$ cat config.mk
export PLATFORM = sky130hd
export DESIGN_NAME = two_axis_sun_tracker_controller
export DESIGN_NICKNAME = d
export VERILOG_FILES = /design/src/rtl/stc_pkg.sv /design/src/rtl/two_axis_sun_tracker_controller.sv
export SDC_FILE = /design/constraint.sdc
export NUM_CORES = 1
export LEC_CHECK = 0
export BUFFER_PORTS_ARGS = -buffer_cell sky130_fd_sc_hd__buf_2
export CORE_AREA = 2 2 218 156
export DETAILED_ROUTE_END_ITERATION = 6
export DIE_AREA = 0 0 220 158
export GPL_ROUTABILITY_DRIVEN = 0
export PLACE_DENSITY_LB_ADDON = 0.08
export SYNTH_ARGS = -nofsm -noshare
export SYNTH_HDL_FRONTEND = slang
export SYNTH_SLANG_ARGS = --single-unit
$ cat constraint.sdc
create_clock -name clk -period 6.1 [get_ports clk]
set_clock_uncertainty 0.05 [all_clocks]
set_input_delay 0.915 -clock clk [delete_from_list [all_inputs] [get_ports clk]]
set_output_delay 0.915 -clock clk [all_outputs]
set_load 0.05 [all_outputs]
$ cat src/rtl/stc_pkg.sv
// ----------------------------------------------------------------------------
// stc_pkg
// Types and constants shared by the two-axis sun tracker controller files.
// ----------------------------------------------------------------------------
package stc_pkg;

	typedef enum logic [2:0] {
		MD_NORMAL  = 3'd0,
		MD_STORM   = 3'd1,
		MD_MORNING = 3'd2,
		MD_NIGHT   = 3'd3,
		MD_MANUAL  = 3'd4
	} mode_t;

	typedef enum logic [1:0] {
		AZ_STOP  = 2'd0,
		AZ_LEFT  = 2'd1,
		AZ_RIGHT = 2'd2
	} az_dir_t;

	typedef enum logic [1:0] {
		EL_STOP = 2'd0,
		EL_UP   = 2'd1,
		EL_DOWN = 2'd2
	} el_dir_t;

	// configuration register indexes
	localparam logic [2:0] REG_AZ_MIN    = 3'd0;
	localparam logic [2:0] REG_AZ_MAX    = 3'd1;
	localparam logic [2:0] REG_EL_MIN    = 3'd2;
	localparam logic [2:0] REG_EL_MAX    = 3'd3;
	localparam logic [2:0] REG_AZ_TOL    = 3'd4;
	localparam logic [2:0] REG_EL_TOL    = 3'd5;
	localparam logic [2:0] REG_STORM_AZ  = 3'd6;
	localparam logic [2:0] REG_STORM_EL  = 3'd7;

	// command bytes
	localparam logic [7:0] CMD_LEFT  = 8'h61; // a
	localparam logic [7:0] CMD_RIGHT = 8'h64; // d
	localparam logic [7:0] CMD_UP    = 8'h77; // w
	localparam logic [7:0] CMD_DOWN  = 8'h73; // s

	localparam logic [63:0] HOLD_MS = 64'd300000;
	localparam logic [63:0] STOP_MS = 64'd600;
	localparam logic [9:0] STORM_THRESHOLD = 10'd512;
	localparam logic signed [7:0] NIGHT_ELEVATION = -8'sd10;
	localparam logic [4:0] NOON_HOUR = 5'd12;
	localparam logic [8:0] MORNING_AZIMUTH = 9'd110;

	typedef struct packed {
		logic [31:0]       time_ms;
		logic [8:0]        sun_azimuth;
		logic signed [7:0] sun_elevation;
		logic [8:0]        plant_azimuth;
		logic signed [7:0] plant_elevation;
		logic [4:0]        hour_of_day;
		logic [9:0]        storm_level;
		logic              cmd_valid;
		logic [7:0]        cmd_byte;
	} in_word_t;

	typedef struct packed {
		logic [2:0] mode;
		logic [1:0] azimuth_drive;
		logic [1:0] elevation_drive;
	} out_word_t;

endpackage

$ cat src/rtl/two_axis_sun_tracker_controller.sv
// ----------------------------------------------------------------------------
// two_axis_sun_tracker_controller
// Per-tick mode selection and two-axis drive control with manual jog override.
// ----------------------------------------------------------------------------
// Path: a word accepted into the input register is loaded into the result
// register once the output can take it, through a single pass between the two.
// Throughput: one word per cycle unless out_stall holds a waiting result; the
// tick logic between the input register and the result register is a single pass.
// Reset: clears drives, mode, command history, pending byte, valid flags and
// loads the configuration registers with their defaults.
module two_axis_sun_tracker_controller #(
	parameter int TIME_BITS = 32
) (
	input  logic               clk,
	input  logic               arst_n,
	input  logic               in_valid,
	output logic               in_stall,
	input  stc_pkg::in_word_t  in_data,
	output logic               out_valid,
	input  logic               out_stall,
	output stc_pkg::out_word_t out_data,
	input  logic               cfg_valid,
	output logic               cfg_ready,
	input  logic [2:0]         cfg_index,
	input  logic [8:0]         cfg_data
);
	import stc_pkg::*;

	// configuration
	logic [8:0]        az_min_q, az_max_q, storm_az_q;
	logic signed [7:0] el_min_q, el_max_q, storm_el_q;
	logic [6:0]        az_tol_q, el_tol_q;

	// tick state
	az_dir_t              az_dir_q, az_dir_d, az_lim;
	el_dir_t              el_dir_q, el_dir_d, el_lim;
	mode_t                mode_q, mode_d;
	logic [TIME_BITS-1:0] last_q, last_d;
	logic                 seen_q, seen_d;
	logic                 pend_v_q, pend_v_d;
	logic [7:0]           pend_b_q, pend_b_d;

	// pipeline
	in_word_t  in_s1;
	logic      valid_s1;
	out_word_t out_q;
	logic      out_valid_q;
	logic      out_load;

	// tick datapath
	logic [TIME_BITS-1:0] now, diff;
	logic                 after_last, manual, stop_late;
	logic [7:0]           cmd;
	logic [8:0]           t_az;
	logic signed [7:0]    t_el;
	mode_t                auto_mode;
	logic signed [8:0]    el_up_err, el_dn_err, el_tol_s;
	logic [9:0]           az_rt_err, az_lt_err;

	assign cfg_ready = 1'b1;
	assign out_load  = valid_s1 && (!out_valid_q || !out_stall);
	assign in_stall  = valid_s1 && !out_load;
	assign out_valid = out_valid_q;
	assign out_data  = out_q;

	always_ff @(posedge clk or negedge arst_n) begin
		if (!arst_n) begin
			az_min_q   <= 9'd60;
			az_max_q   <= 9'd300;
			el_min_q   <= 8'sd0;
			el_max_q   <= 8'sd80;
			az_tol_q   <= 7'd5;
			el_tol_q   <= 7'd5;
			storm_az_q <= 9'd180;
			storm_el_q <= 8'sd0;
		end else if (cfg_valid && cfg_ready) begin
			unique case (cfg_index)
				REG_AZ_MIN:   az_min_q   <= cfg_data;
				REG_AZ_MAX:   az_max_q   <= cfg_data;
				REG_EL_MIN:   el_min_q   <= cfg_data[7:0];
				REG_EL_MAX:   el_max_q   <= cfg_data[7:0];
				REG_AZ_TOL:   az_tol_q   <= cfg_data[6:0];
				REG_EL_TOL:   el_tol_q   <= cfg_data[6:0];
				REG_STORM_AZ: storm_az_q <= cfg_data;
				REG_STORM_EL: storm_el_q <= cfg_data[7:0];
				default: ;
			endcase
		end
	end

	// window checks against the last command time, no wrap
	assign now        = TIME_BITS'(in_s1.time_ms);
	assign diff       = now - last_q;
	assign after_last = seen_q && (last_q <= now);
	assign manual     = after_last && (64'(diff) <= HOLD_MS);
	assign stop_late  = after_last && (64'(diff) > STOP_MS);
	assign cmd        = pend_v_q ? pend_b_q : in_s1.cmd_byte;

	// target selection
	always_comb begin
		if (in_s1.storm_level > STORM_THRESHOLD) begin
			auto_mode = MD_STORM;
			t_az      = storm_az_q;
			t_el      = storm_el_q;
		end else if (in_s1.sun_elevation < NIGHT_ELEVATION) begin
			if (in_s1.hour_of_day < NOON_HOUR) begin
				auto_mode = MD_MORNING;
				t_az      = MORNING_AZIMUTH;
				t_el      = el_min_q;
			end else begin
				auto_mode = MD_NIGHT;
				t_az      = in_s1.plant_azimuth;
				t_el      = in_s1.plant_elevation;
			end
		end else begin
			auto_mode = MD_NORMAL;
			t_az      = in_s1.sun_azimuth;
			t_el      = in_s1.sun_elevation;
		end
	end

	assign el_up_err = 9'(t_el) - 9'(in_s1.plant_elevation);
	assign el_dn_err = 9'(in_s1.plant_elevation) - 9'(t_el);
	assign el_tol_s  = $signed({2'b00, el_tol_q});
	assign az_rt_err = {1'b0, t_az} - {1'b0, in_s1.plant_azimuth};
	assign az_lt_err = {1'b0, in_s1.plant_azimuth} - {1'b0, t_az};

	// travel limits apply outside manual mode
	always_comb begin
		az_lim = az_dir_q;
		el_lim = el_dir_q;
		if (!manual) begin
			if (az_dir_q == AZ_RIGHT && in_s1.plant_azimuth >= az_max_q) az_lim = AZ_STOP;
			if (az_dir_q == AZ_LEFT && in_s1.plant_azimuth <= az_min_q) az_lim = AZ_STOP;
			if (el_dir_q == EL_UP && in_s1.plant_elevation >= el_max_q) el_lim = EL_STOP;
			if (el_dir_q == EL_DOWN && in_s1.plant_elevation <= el_min_q) el_lim = EL_STOP;
		end
	end

	always_comb begin
		az_dir_d = az_lim;
		el_dir_d = el_lim;
		mode_d   = mode_q;
		last_d   = last_q;
		seen_d   = seen_q;
		pend_v_d = pend_v_q;
		pend_b_d = pend_b_q;
		if (manual) begin
			mode_d = MD_MANUAL;
			if (pend_v_q || in_s1.cmd_valid) begin
				pend_v_d = 1'b0;
				last_d   = now;
				seen_d   = 1'b1;
				if (cmd == CMD_LEFT && az_lim != AZ_LEFT) begin
					el_dir_d = EL_STOP;
					az_dir_d = AZ_LEFT;
				end else if (cmd == CMD_RIGHT && az_lim != AZ_RIGHT) begin
					el_dir_d = EL_STOP;
					az_dir_d = AZ_RIGHT;
				end else if (cmd == CMD_UP && el_lim != EL_UP) begin
					az_dir_d = AZ_STOP;
					el_dir_d = EL_UP;
				end else if (cmd == CMD_DOWN && el_lim != EL_DOWN) begin
					az_dir_d = AZ_STOP;
					el_dir_d = EL_DOWN;
				end
			end else if (stop_late) begin
				az_dir_d = AZ_STOP;
				el_dir_d = EL_STOP;
			end
		end else if (pend_v_q || in_s1.cmd_valid) begin
			// byte only buffered; two bytes meeting here are both dropped
			last_d = now;
			seen_d = 1'b1;
			if (pend_v_q && in_s1.cmd_valid) begin
				pend_v_d = 1'b0;
			end else if (in_s1.cmd_valid) begin
				pend_v_d = 1'b1;
				pend_b_d = in_s1.cmd_byte;
			end
		end else begin
			mode_d = auto_mode;
			if (az_lim == AZ_STOP) begin
				if (in_s1.plant_elevation < t_el && el_lim != EL_DOWN) begin
					if (el_up_err > el_tol_s && t_el <= el_max_q) el_dir_d = EL_UP;
				end else if (in_s1.plant_elevation > t_el && el_lim != EL_UP) begin
					if (el_dn_err > el_tol_s && t_el >= el_min_q) el_dir_d = EL_DOWN;
				end else begin
					el_dir_d = EL_STOP;
				end
			end
			if (el_dir_d == EL_STOP) begin
				if (in_s1.plant_azimuth < t_az && az_lim != AZ_LEFT) begin
					if (az_rt_err > {3'b000, az_tol_q} && t_az <= az_max_q) az_dir_d = AZ_RIGHT;
				end else if (in_s1.plant_azimuth > t_az && az_lim != AZ_RIGHT) begin
					if (az_lt_err > {3'b000, az_tol_q} && t_az >= az_min_q) az_dir_d = AZ_LEFT;
				end else begin
					az_dir_d = AZ_STOP;
				end
			end
		end
	end

	always_ff @(posedge clk or negedge arst_n) begin
		if (!arst_n) begin
			valid_s1    <= 1'b0;
			out_valid_q <= 1'b0;
			az_dir_q    <= AZ_STOP;
			el_dir_q    <= EL_STOP;
			mode_q      <= MD_NORMAL;
			last_q      <= '0;
			seen_q      <= 1'b0;
			pend_v_q    <= 1'b0;
			pend_b_q    <= 8'd0;
		end else begin
			if (!in_stall) valid_s1 <= in_valid;
			if (out_load) begin
				out_valid_q <= 1'b1;
				az_dir_q    <= az_dir_d;
				el_dir_q    <= el_dir_d;
				mode_q      <= mode_d;
				last_q      <= last_d;
				seen_q      <= seen_d;
				pend_v_q    <= pend_v_d;
				pend_b_q    <= pend_b_d;
			end else if (!out_stall) begin
				out_valid_q <= 1'b0;
			end
		end
	end

	always_ff @(posedge clk) begin
		if (in_valid && !in_stall) in_s1 <= in_data;
		if (out_load) begin
			out_q.mode            <= mode_d;
			out_q.azimuth_drive   <= az_dir_d;
			out_q.elevation_drive <= el_dir_d;
		end
	end

endmodule

* After elaboration in Yosys (flattened, before gate mapping)
Cells that the tools add are included.
** Storage, ports and cells
- Input bits :: 107
- Flip-flop bits (word level) :: 213
- Logic and storage cells :: 175
- Output and inout bits :: 10
** Cells by class
- Order comparisons :: 22
- Muxes and demuxes :: 53
- Bitwise logic cells :: 2
- Reductions and logical operators :: 44
- $add $sub $neg :: 5
- Equality and inequality tests :: 20
** Operators with widths (count)
- $mux 2 :: 34
- $eq 8x7->1 const B :: 4
- $gt 32x10->1 const B :: 1
- $le 32x19->1 const B :: 1
- $le 32x32->1 :: 1
- $mux 8 :: 4
- $sub 32x32->32 :: 1
- $mux 9 :: 3
- $logic_and 1x1->1 :: 23
- $gt 10x7->1 :: 2
- $sub 9x9->10 :: 2
- $ge 9x9->1 :: 2
- $gt 9x8->1 :: 2
- $le 9x9->1 :: 2
- $reduce_and 2->1 :: 9
- $sub 8x8->9 :: 2
- $ge 8x8->1 :: 2
- $le 8x8->1 :: 2
- $eq 3x3->1 const B :: 4
- $mux 3 :: 4
- $gt 10x10->1 const B :: 1
- $gt 9x9->1 :: 1
- $lt 9x9->1 :: 1
- $gt 8x8->1 :: 1
- 18 further kinds :: 37

* Logic depth before layout (Yosys ltp)
Gate-level depths: netlist (run 1).
- Word-level depth :: 17
- Depth in mapped cells :: 27
- Gate-level depth less buffers :: 26

* Worst setup path before layout (run 1)
No wires, ideal clock.
- Path type :: reg-to-reg
- Start point :: register in_s1[42] in the netlist's numbering
- End point :: register out_q (netlist bit out_data[3]) (data pin)
- Setup slack :: 1258 ps
- Library setup time :: 260 ps
- Data arrival time :: 4533 ps
- Clock period less this slack :: 4842 ps
- Stages on the path, launching flop included :: 25
- Data required time :: 5790 ps
- Buffers on the path :: 1
- Cell sequence :: edfxtp_1 > a21oi_1 > nand4b_1 > nand2_1 > clkbuf_1 > a21oi_1 > o21ai_0 > ha_1 > nor2b_1 > o21ai_0 > a21boi_0 > o21ai_0 > nor2b_1 > xnor2_1 > ha_1 > nand4_1 > o22ai_1 > a21o_1 > a221oi_1 > nor4_1 > o21ai_0 > nand3_1 > a21o_1 > a211oi_2 > nor2_1
** Between the ends
- Word-level cells in the longest chain between the ends :: 16
- Elaborated cells on any way between the ends :: 44
- Those cells by class :: add/sub (4); order compare (13); mux (18); reduce/logical (9)
** Ends and longest elaborated chain
- start: declaration :: RTL line two_axis_sun_tracker_controller.sv:44 : in_word_t in_s1;
- start signal: assignment :: RTL line two_axis_sun_tracker_controller.sv:233 : if (in_valid && !in_stall) in_s1 <= in_data;
- $lt 8x5->1 :: RTL line two_axis_sun_tracker_controller.sv:105 : end else if (in_s1.sun_elevation < NIGHT_ELEVATION) begin
- $mux 8 :: RTL line two_axis_sun_tracker_controller.sv:105
- $mux 8 :: RTL line two_axis_sun_tracker_controller.sv:101 : if (in_s1.storm_level > STORM_THRESHOLD) begin
- $sub 8x8->9 :: RTL line two_axis_sun_tracker_controller.sv:123 : assign el_dn_err = 9'(in_s1.plant_elevation) - 9'(t_el);
- $gt 9x8->1 :: RTL line two_axis_sun_tracker_controller.sv:187 : if (el_dn_err > el_tol_s && t_el >= el_min_q) el_dir_d = EL_DOWN;
- $logic_and 1x1->1 :: RTL line two_axis_sun_tracker_controller.sv:187
- $mux 2 :: RTL line two_axis_sun_tracker_controller.sv:187
- $mux 2 :: RTL line two_axis_sun_tracker_controller.sv:186 : end else if (in_s1.plant_elevation > t_el && el_lim != EL_UP) begin
- $mux 2 :: RTL line two_axis_sun_tracker_controller.sv:184 : if (in_s1.plant_elevation < t_el && el_lim != EL_DOWN) begin
- $mux 2 :: RTL line two_axis_sun_tracker_controller.sv:183 : if (az_lim == AZ_STOP) begin
- $mux 2 :: RTL line two_axis_sun_tracker_controller.sv:171 : end else if (pend_v_q || in_s1.cmd_valid) begin
- $mux 2 :: RTL line two_axis_sun_tracker_controller.sv:148 : if (manual) begin
- $logic_not 2->1 :: RTL line two_axis_sun_tracker_controller.sv:192 : if (el_dir_d == EL_STOP) begin
- $mux 2 * :: RTL line two_axis_sun_tracker_controller.sv:192
- $mux 2 * :: RTL line two_axis_sun_tracker_controller.sv:171
- $mux 2 * :: RTL line two_axis_sun_tracker_controller.sv:148
- net az_dir_d[1] :: RTL line two_axis_sun_tracker_controller.sv:35 : az_dir_t az_dir_q, az_dir_d, az_lim;
- end: declaration :: RTL line two_axis_sun_tracker_controller.sv:46 : out_word_t out_q;
The timed path passes the listed nets; every way through them passes the cells marked *. The select of a mux whose other input is x is not followed.
A chain may end at the register's enable or synchronous reset.

* Final worst setup path (run 1)
- Start point :: register in_s1[13] in the netlist's numbering
- End point :: register out_q (netlist bit out_data[3]) (data pin)
** Between the ends
- Word-level cells in the longest chain between the ends :: 15
- Elaborated cells on any way between the ends :: 42
- Those cells by class :: add/sub (4); order compare (13); mux (16); reduce/logical (9)
** Ends and longest elaborated chain (RTL line)
- $gt 10x10->1 * :: two_axis_sun_tracker_controller.sv:101
- $mux 8 :: two_axis_sun_tracker_controller.sv:101
- $sub 8x8->9 :: two_axis_sun_tracker_controller.sv:123
- $gt 9x8->1 :: two_axis_sun_tracker_controller.sv:187
- $logic_and 1x1->1 :: two_axis_sun_tracker_controller.sv:187
- $mux 2 :: two_axis_sun_tracker_controller.sv:187
- $mux 2 :: two_axis_sun_tracker_controller.sv:186
- $mux 2 :: two_axis_sun_tracker_controller.sv:184
- $mux 2 :: two_axis_sun_tracker_controller.sv:183
- $mux 2 :: two_axis_sun_tracker_controller.sv:171
- $mux 2 :: two_axis_sun_tracker_controller.sv:148
- $logic_not 2->1 :: two_axis_sun_tracker_controller.sv:192
- $mux 2 * :: two_axis_sun_tracker_controller.sv:192
- $mux 2 * :: two_axis_sun_tracker_controller.sv:171
- $mux 2 * :: two_axis_sun_tracker_controller.sv:148
- net az_dir_d[1] :: two_axis_sun_tracker_controller.sv:35
Marked as above.

==> flow_results.org, run 1 <==
** Status
- Result of the run :: finished, final reports clean

** STA
- Hold slack :: 0.246 ns
- Count of final setup violators :: 0
- Subtracting the final worst setup slack from the clock period gives 5.44 ns.
- Transition time at the pin with the least slew margin :: 1.15 ns
- Pins Over Slew Limit :: 0
- After routing, the total negative slack on setup checks comes to 0 ns.
- Setup repair after global routing missed its margin :: no
- Setup slack on the critical path of the routed design comes to 0.660 ns.
- The final-report hold violation count is 0.
- Rel. slew slack :: 0.225
- For this run, the top clock speed supported by timing is 0.184 GHz.
- Final clock period utilization by the worst path :: 0.892

** Clocking
- CTS placed an instance of clkbuf_16 at the clock tree root.
- The clock reaches the later pin of the worst-skew pair after 0.54 ns.
- Number of CTS-inserted buffers :: 24
- Post-cts repair resize count :: 0
- H-tree depth :: 1
- TritonCTS built the clock tree.
- The clock drives 211 sinks.
- Clock-pin slew was measured on the worst setup and hold paths at 0.06 ns.
- The longest clock path from root to sink contains 3 buffers.
- Hold bufs inserted after CTS :: 0
- Once the clock tree was built, the setup fixing pass inserted 0 buffers.

** Cells and area
- After the last flow step, the layout net total stands at 1,912.
- Final standard cell utilization of the core :: 0.500
- In the final layout, the share of cells above drive strength 1 is 0.160.
- The area growth from synthesis to layout is 13.1%.

** Synth
- Fraction of registers with async set or reset after synthesis :: 0.550
- Share of the synthesized area in the top cell type :: 0.197
- The most used flip-flop cell after synthesis is dfrtp_1.
- Synthesized netlist net count :: 1,804
- Syn Std Cell Area :: 14,500 um^2
- The portion of synthesized area spent on multiplexers is 0.0440.
- Yosys warning count :: 0
- Synth area leaders :: edfxtp_1 20%, dfrtp_1 17%, ha_1 14%
- Of the total synthesized cell area, the portion taken by full adders, half adders and majority gates is 0.145.
- Of the total synthesized cell area, the portion taken by AND, OR, NAND and NOR gates is 0.142.
- For this run, the register share of the synthesized area comes to 0.398.
- Main combinational cell family by area after synthesis :: compound AO/OA/AOI/OAI gates
- Compound-Gate Fraction of Synth Area :: 0.196
- Number of synthesized flops with an enable pin :: 95
- Distinct cell type count of the synthesized netlist :: 82
- Area share of xor/xnor cells in the synthesized design :: 0.0229
- Mean cell area of the mapped netlist :: 9.47 um^2
- The synthesized design contains 211 register bits.
- Cell count after synthesis :: 1,532
- The largest total area in the synthesized netlist belongs to edfxtp_1.

** Flow run
- Max-cap violation count :: 0

** Setup path
- Worst setup EP type :: flip-flop
- Arrival time of data at the critical path endpoint :: 5.67 ns
- In this run the critical register-to-register path is launched from in_s1[13]$_DFFE_PP_.
- Delay-heaviest family, CP :: compound AO/OA/AOI/OAI gates
- Setup slack on the worst flop-to-flop path :: 0.66 ns
- The critical path contains buffers and inverters numbering 2 combined.
- Worst Setup Start Kind :: flip-flop
- Counting cells, the worst reg-to-reg path comes to 22.
- In this run the worst path has a maximum fanout of 25.
- The slowest stage of the critical path belongs to the cell or3_1.
- In this design, the stage delay of the slowest critical-path cell is 0.40 ns.
- Worst R2R End :: out_data[3]$_DFFE_PP_
- The critical path goes through nor4_1 > a31oi_2 > buf_4 > nand2_1 > o21ai_0 > buf_4 > ha_1 > o21ai_0 > nand2b_1 > a21o_1 > a21oi_1 > xnor2_1 > ha_1 > nand4_1 > o22ai_1 > a21oi_1 > o2111ai_1 > nor3b_1 > or3_1 > a21o_1 > a211oi_2 > nor2_1.
- Required time reported for the critical path endpoint :: 6.33 ns
- The worst setup path is of the flip-flop to flip-flop kind.

** Global route
- Remaining global-route overflow :: 0
- The number of antenna violations at the first check in global routing was 1.
- Vias in the first global route :: 10,933
- For this run, the total global-route usage over all layers was measured as 0.225.
- Wire length of the first global-routing pass :: 61.0 mm
- Pin count of the biggest net entering global routing :: 54

** Drt
- In this run, the number of DRC markers left after iteration 0 of detailed routing was 1,006.
- Met2 routed WL :: 15.1 mm
- Highest metal used :: met4
- Via density per instance :: 5.55
- Final Routed Wirelength :: 38.4 mm
- Number of detailed-route iterations in the first pass :: 5
- Across all layers, the routed design uses 11,632 vias.
- Routed WL per cell :: 18.4 um
- Wire length on met1 :: 20.8 mm
- The count of nets left with antenna violations once routing finished came out at 0.
- For this run, design rule violations remaining after detail routing come to 0.
- Met3 wirelength from detailed routing :: 2.05 mm

** Floorplan
- Measured along the y axis, the die boundary spans 158 um.
- In this run the standard cell core region covers 32,800 um^2.
- For this configuration, the core starts out at a cell density of 0.442.
- In this run the count of I/O pins placed on the die edge is 117.
- The die covers 34,800 um^2.
- The floorplan has 56 rows.
- Die boundary width :: 220 um

** Power
- Across the VDD grid, the largest voltage drop is 0.000212 V.
- Leakage power figure :: 7.26 nW
- In this run the power density over the cells is 368 nW/um^2.

** Min path
- Worst Hold Class :: input port to async pin

** Placed design
- During placement, the flow inserted port buffers numbering 113.
- Half-perimeter wire length after detailed placement :: 29.6 mm
- Timing analysis after detailed placement gives a worst setup slack of 0.717 ns.
==> registers in the layout, summed over array words and instances, names as in the netlist, 9 cells and up <==
name        count
az_min_q        9
az_max_q        9
now            32
last_q         32
in_s1          56
storm_az_q      9
==> report_power, final <==
group	internal (W)	switching (W)	leakage, nW
Sequential	0.00177	0.000147	2.29
Clock	0.000920	0.000605	0.411
Combinational	0.00104	0.00155	4.56
==> routing by layer <==
| metal | up-vias | GRT usage |
|---|---|---|
| met5 | - | 0 |
| met4 | 0 | 0.0457 |
| met3 | 36 | 0.0327 |
| met2 | 296 | 0.302 |
| met1 | 5550 | 0.372 |
| li1 | 5750 | - |
==> how the worst max path moves through the flow <==
stage	end	cells past startpoint	slack, ns	startpoint
after floorplan	out_data[3]$_DFFE_PP_	24	1.26	in_s1[42]$_DFFE_PP_
after global placement	out_data[3]$_DFFE_PP_	22	0.78	in_s1[13]$_DFFE_PP_
after detailed placement	out_data[3]$_DFFE_PP_	22	0.72	in_s1[13]$_DFFE_PP_
after CTS	out_data[3]$_DFFE_PP_	22	0.67	in_s1[13]$_DFFE_PP_
after global routing	out_data[2]$_DFFE_PP_	23	0.26	in_s1[22]$_DFFE_PP_
final	out_data[3]$_DFFE_PP_	22	0.66	in_s1[13]$_DFFE_PP_
==> cells by family (layout without fill, tap and decap cells) <==
kind of cell             after synthesis  in the layout
adder cells (fa/ha/maj)              165            165
flip-flops                           211            211
other                                  1              2
multiplexers                          57             57
AO/OA/AOI/OAI                        445            445
buffers and inverters                192            318
AND/OR/NAND/NOR                      423            423
XOR/XNOR                              38             38
==> per-stage QoR <==
stage / power [W] / instance area (um^2) / std cells
4_1_cts: 0.00605 / 16400 / 2093
2_1_floorplan: 0.00382 / 14500 / 1532
6_report: 0.00603 / 16400 / 2094
3_3_place_gp: 0.00444 / 15600 / 2049
3_5_place_dp: 0.00449 / 15600 / 2049
5_1_grt: 0.00648 / 16400 / 2094
==> layout by cell type, fill, tap and decap left out, types with 6 or more instances in the layout <==
cell	synthesis	routed
buf_2	8	112
a211oi_2	6	6
dfstp_2	18	18
o21ai_0	145	145
nand2b_1	21	21
o31ai_1	6	6
or3_1	7	7
nand4_1	22	22
inv_1	142	142
edfxtp_1	95	95
o211a_1	6	6
dfrtp_1	98	98
a21o_1	41	41
o21bai_1	9	9
a31oi_1	13	12
a211oi_1	11	11
buf_4	2	20
o211ai_1	11	11
o21a_1	34	34
ha_1	160	160
nor3_1	31	30
a211o_1	6	6
nand3_1	23	23
nor2_1	87	86
xor2_1	11	11
nor3b_1	8	7
clkbuf_16	0	26
nor4_1	10	10
mux2_2	54	54
and3_1	6	6
xnor2_1	27	27
nand2_1	152	152
nor2b_1	22	22
a21oi_1	94	94
==> worst reg2reg max path, delay by kind of cell, from the launching register on <==
| family | cells | cell delay (ns) |
|---|---|---|
| fa+ha+maj | 2 | 0.62 |
| xor+xnor | 1 | 0.16 |
| compound gates | 10 | 2.08 |
| simple gates | 7 | 1.39 |
| flops | 1 | 0.37 |
| buf+inv | 2 | 0.52 |
==> cell usage after synthesis, types with 8 or more instances <==
master    number
o211ai_1      11
o21bai_1       9
nand3_1       23
inv_1        142
nor3_1        31
xor2_1        11
a21oi_1       94
a31oi_1       13
nor4_1        10
a211oi_1      11
o21ai_0      145
nor3b_1        8
dfrtp_1       98
clkbuf_1      37
mux2_2        54
nand2_1      152
ha_1         160
a21o_1        41
nor2b_1       22
edfxtp_1      95
nor2_1        87
nand4_1       22
nand2b_1      21
o21a_1        34
dfstp_2       18
xnor2_1       27
buf_2          8
==> cell type report <==
| class | instances | area (um^2) |
|---|---|---|
| repair buffers | 132 | 711 |
| fillers | 3048 | 16400 |
| clock buffers | 35 | 734 |
| diodes | 1 | 2.50 |
| inverters | 142 | 533 |
| flip-flops and latches | 211 | 5780 |
| well taps | 435 | 544 |
| multi-input cells | 1129 | 8010 |
| clock inverters | 9 | 100 |
Power figures use the tool's default switching activity.
==> run 2: changes to the inputs <==
--- a/config.mk
+++ b/config.mk
@@ -10,7 +10,7 @@
 export DETAILED_ROUTE_END_ITERATION = 6
 export DIE_AREA = 0 0 220 158
 export GPL_ROUTABILITY_DRIVEN = 0
-export PLACE_DENSITY_LB_ADDON = 0.08
+export PLACE_DENSITY = 0.61
 export SYNTH_ARGS = -nofsm -noshare
 export SYNTH_HDL_FRONTEND = slang
 export SYNTH_SLANG_ARGS = --single-unit
==> run 2 against run 1 <==
Against the previous run:
- maximum frequency fell by 1.1%
- largest power group unchanged
- critical endpoint unchanged
- power down 1.6%
- final area shrank 0.49%
==> flow_results.org, run 2 (synthesized netlist as in run 1, its figures left out) <==
** STA
- Count of final setup violators :: 0 (unchanged)
- Total Negative Setup Slacks :: 0 ns (unchanged)
- Final clock period utilization by the worst path :: 0.902 (+0.00985)
- Rel. slew slack :: 0.309 (+0.0846)
- The actual transition at the worst max-transition pin was 1.03 ns (-0.126 ns).
- Setup repair after global routing left no endpoint under its margin.
- Pins Over Slew Limit :: 0 (unchanged)
- Hold Violations, Final :: 0 (unchanged)
- The time the worst path needs with I/O delays and setup is 5.50 ns (+0.0601 ns).
- The maximum operating frequency is 0.182 GHz (-1.1%).

** Cells and area
- The antenna diode count was 0 (-1).
- Leaving out fill and tap cells, the most frequent cell in the layout is ha_1.
- The number of filler cells placed in the layout came to 3,096 (+1.6%).
- Highest-count cells in the layout ignoring fill and taps :: 160 x ha_1, 152 x nand2_1, 145 x o21ai_0, 142 x inv_1, 112 x buf_2
- Fraction of final layout cells with drive strength greater than 1 :: 0.159 (-0.00184)
- Register name with the most flops :: in_s1
- The flip-flop count of the largest register after layout was 56 (unchanged).
- Number of nets in the final layout :: 1,907 (-0.26%)
- From synthesis to final layout, the design area changed by 12.6%.

** Clocking
- Post-CTS setup buffer count :: 0 (unchanged)
- The worst-case clock buffer depth was 3 (unchanged).
- The clock net sink count was 211 (unchanged).
- Root buffer cell :: clkbuf_16
- The H-tree depth is 1 (unchanged).
- The number of clock buffers inserted by TritonCTS is 23 (-4.2%).
- TritonCTS built the clock tree.
- Worst-skew pair later-pin latency :: 0.54 ns (about the same)
- Hold bufs inserted after CTS :: 0 (unchanged)
- The number of gates given a new drive strength after cts was 0 (unchanged).
- The clock-pin slew reported for the worst setup and hold paths after clock tree synthesis was 0.07 ns (about the same).

** Drt
- Via density per instance :: 5.51 (-0.83%)
- Remaining design rule violation count :: 0 (unchanged)
- Routed via count :: 11,497 (-1.2%)
- Starting DRT DRC Count :: 806 (-20%)
- Routed WL per cell :: 17.7 um (-3.7%)
- The number of antenna-violating nets in the routed design was 0 (unchanged).
- Final Routed Wirelength :: 36.9 mm (-4.1%)
- Number of detailed-route iterations in the first pass :: 7 (+2)

** Global route
- Wire length of the first global-routing pass :: 58.5 mm (-4.0%)
- The residual overflow from global routing was 0 (unchanged).
- The overall track demand over capacity in global routing is 0.214 (-0.0110).
- The maximum number of pins on one net before global-route repair came to 69 (+28%).
- The via count of the first global-routing pass was 10,896 (-0.34%).
- Initial antenna violation count :: 0 (-1)

** Power
- Leakage power figure :: 7.22 nW (-0.54%)
- Peak ir drop on the vdd network :: 0.000236 V (+11%)
- The power per cell area was 364 nW/um^2 (-1.1%).
- Post-layout total power :: 0.00594 W (-1.6%)

** Floorplan
- The die area was 34,800 um^2 (unchanged).
- The width of the chip came to 220 um (unchanged).
- The overall die height was 158 um (unchanged).
- Effective utilization at floorplan :: 0.442 (unchanged)
- Std-Cell Core Area :: 32,800 um^2 (unchanged)
- The number of top-level design ports came to 117 (unchanged).
- Count of standard-cell rows :: 56 (unchanged)

** Setup path
- The biggest cell delay along the critical path is 0.55 ns (+0.15 ns).
- Worst setup EP type :: flip-flop
- Worst Setup Start Kind :: flip-flop
- Most common cell type on the critical path :: a21oi_1
- Delay-heaviest family, CP :: compound AO/OA/AOI/OAI gates
- Arrival time of data at the critical path endpoint :: 5.74 ns (+0.07 ns)
- The maximum fanout along the worst path came to 15 (-40%).
- Worst setup startpoint :: in_s1[22]$_DFFE_PP_
- Setup Crit Path Kind :: flip-flop to flip-flop
- The worst register-to-register path begins at in_s1[22]$_DFFE_PP_.
- The slowest stage of the critical path belongs to the cell a21o_1.
- The critical path goes through a21o_1 > nand2_1 > a21oi_1 > a21oi_1 > o21ai_0 > ha_1 > nor2b_1 > o21ai_0 > nand2b_1 > a21o_1 > a21oi_1 > xnor2_1 > ha_1 > nand4_1 > o22ai_1 > a21oi_1 > o2111ai_1 > nor3b_1 > or3_1 > a21o_1 > a211oi_2 > nor2_1.
- The number of buffer and inverter stages on the critical path came to 0 (-2).
- The data required time of the critical path came to 6.34 ns (about the same).

** Placed design
- Total of buffers placed on input and output ports :: 113 (unchanged)
- Half-perimeter wire length after detailed placement :: 28.5 mm (-3.8%)

** Flow run
- The number of max-cap violations came to 0 (unchanged).

** Status
- The flow ran to the end, and the final reports show no timing, DRC or antenna violations.

** Min path
- Worst Hold Class :: flip-flop to flip-flop
- In this run the most critical hold path is launched from now[14]$_DFFE_PP_.
## run 2: cell types whose count changed in the layout (fill, tap and decap cells not counted), moves of 2 or more
cell | previous run | this run
buf_4 | 20 | 16
clkinv_1 | 3 | 1
clkinv_2 | 1 | 4
clkbuf_16 | 26 | 23
## run 2: report_power, final
| part | total [W] | internal [W] | switching, W |
|---|---|---|---|
| combinational | 0.00255 | 0.00104 | 0.00151 |
| sequential | 0.00192 | 0.00177 | 0.000148 |
| clock | 0.00147 | 0.000881 | 0.000591 |
## run 2: metrics by stage
stage | hold slack, ns | setup slack [ns] | cells | cell area [um^2] | util
final | 0.440 | 0.600 | 2087 | 16300 | 0.498
after global placement | 0.414 | 0.661 | 2045 | 15500 | 0.474
after floorplan | 0.403 | 1.26 | 1532 | 14500 | -
after detailed placement | 0.430 | 0.660 | 2045 | 15500 | 0.474
after global routing | 0.464 | 0.149 | 2087 | 16300 | 0.498
after CTS | 0.447 | 0.623 | 2087 | 16300 | 0.498
## run 2: path summary, 6_finish.rpt
kind                                           endpoint  slack [ns]  cells past startpoint
worst max register to register    out_data[3]$_DFFE_PP_        0.60                     22
max in group asynchronous       el_min_q[0]$_DFFE_PN0P_        4.26                      2
min in group asynchronous        last_q[27]$_DFFE_PN0P_        0.48                      1
worst max-delay path              out_data[3]$_DFFE_PP_        0.60                     22
worst min register to register   last_q[14]$_DFFE_PN0P_        0.44                      2
worst min-delay path             last_q[14]$_DFFE_PN0P_        0.44                      2
## run 2: layout make-up
class	count	area (um^2)	share of cell area
flip-flops and latches	211	5780	0.354
clock buffers	31	656	0.0402
clock inverters	11	136	0.00835
well taps	435	544	0.0333
repair buffers	128	681	0.0417
multi-input cells	1129	8000	0.490
inverters	142	533	0.0326
## run 2: tightest hold or removal path, stage by stage (launching register included)
cell,delay [ns]
edfxtp_1,0.35
nand2_1,0.05
o21ai_0,0.06
## run 2: routing by layer
metal | up-vias | track usage | share of wire
met5 | - | 0 | 0
met4 | 0 | 0.0390 | 0.015
met3 | 40 | 0.0402 | 0.059
met2 | 263 | 0.308 | 0.40
met1 | 5437 | 0.333 | 0.52
li1 | 5757 | - | -
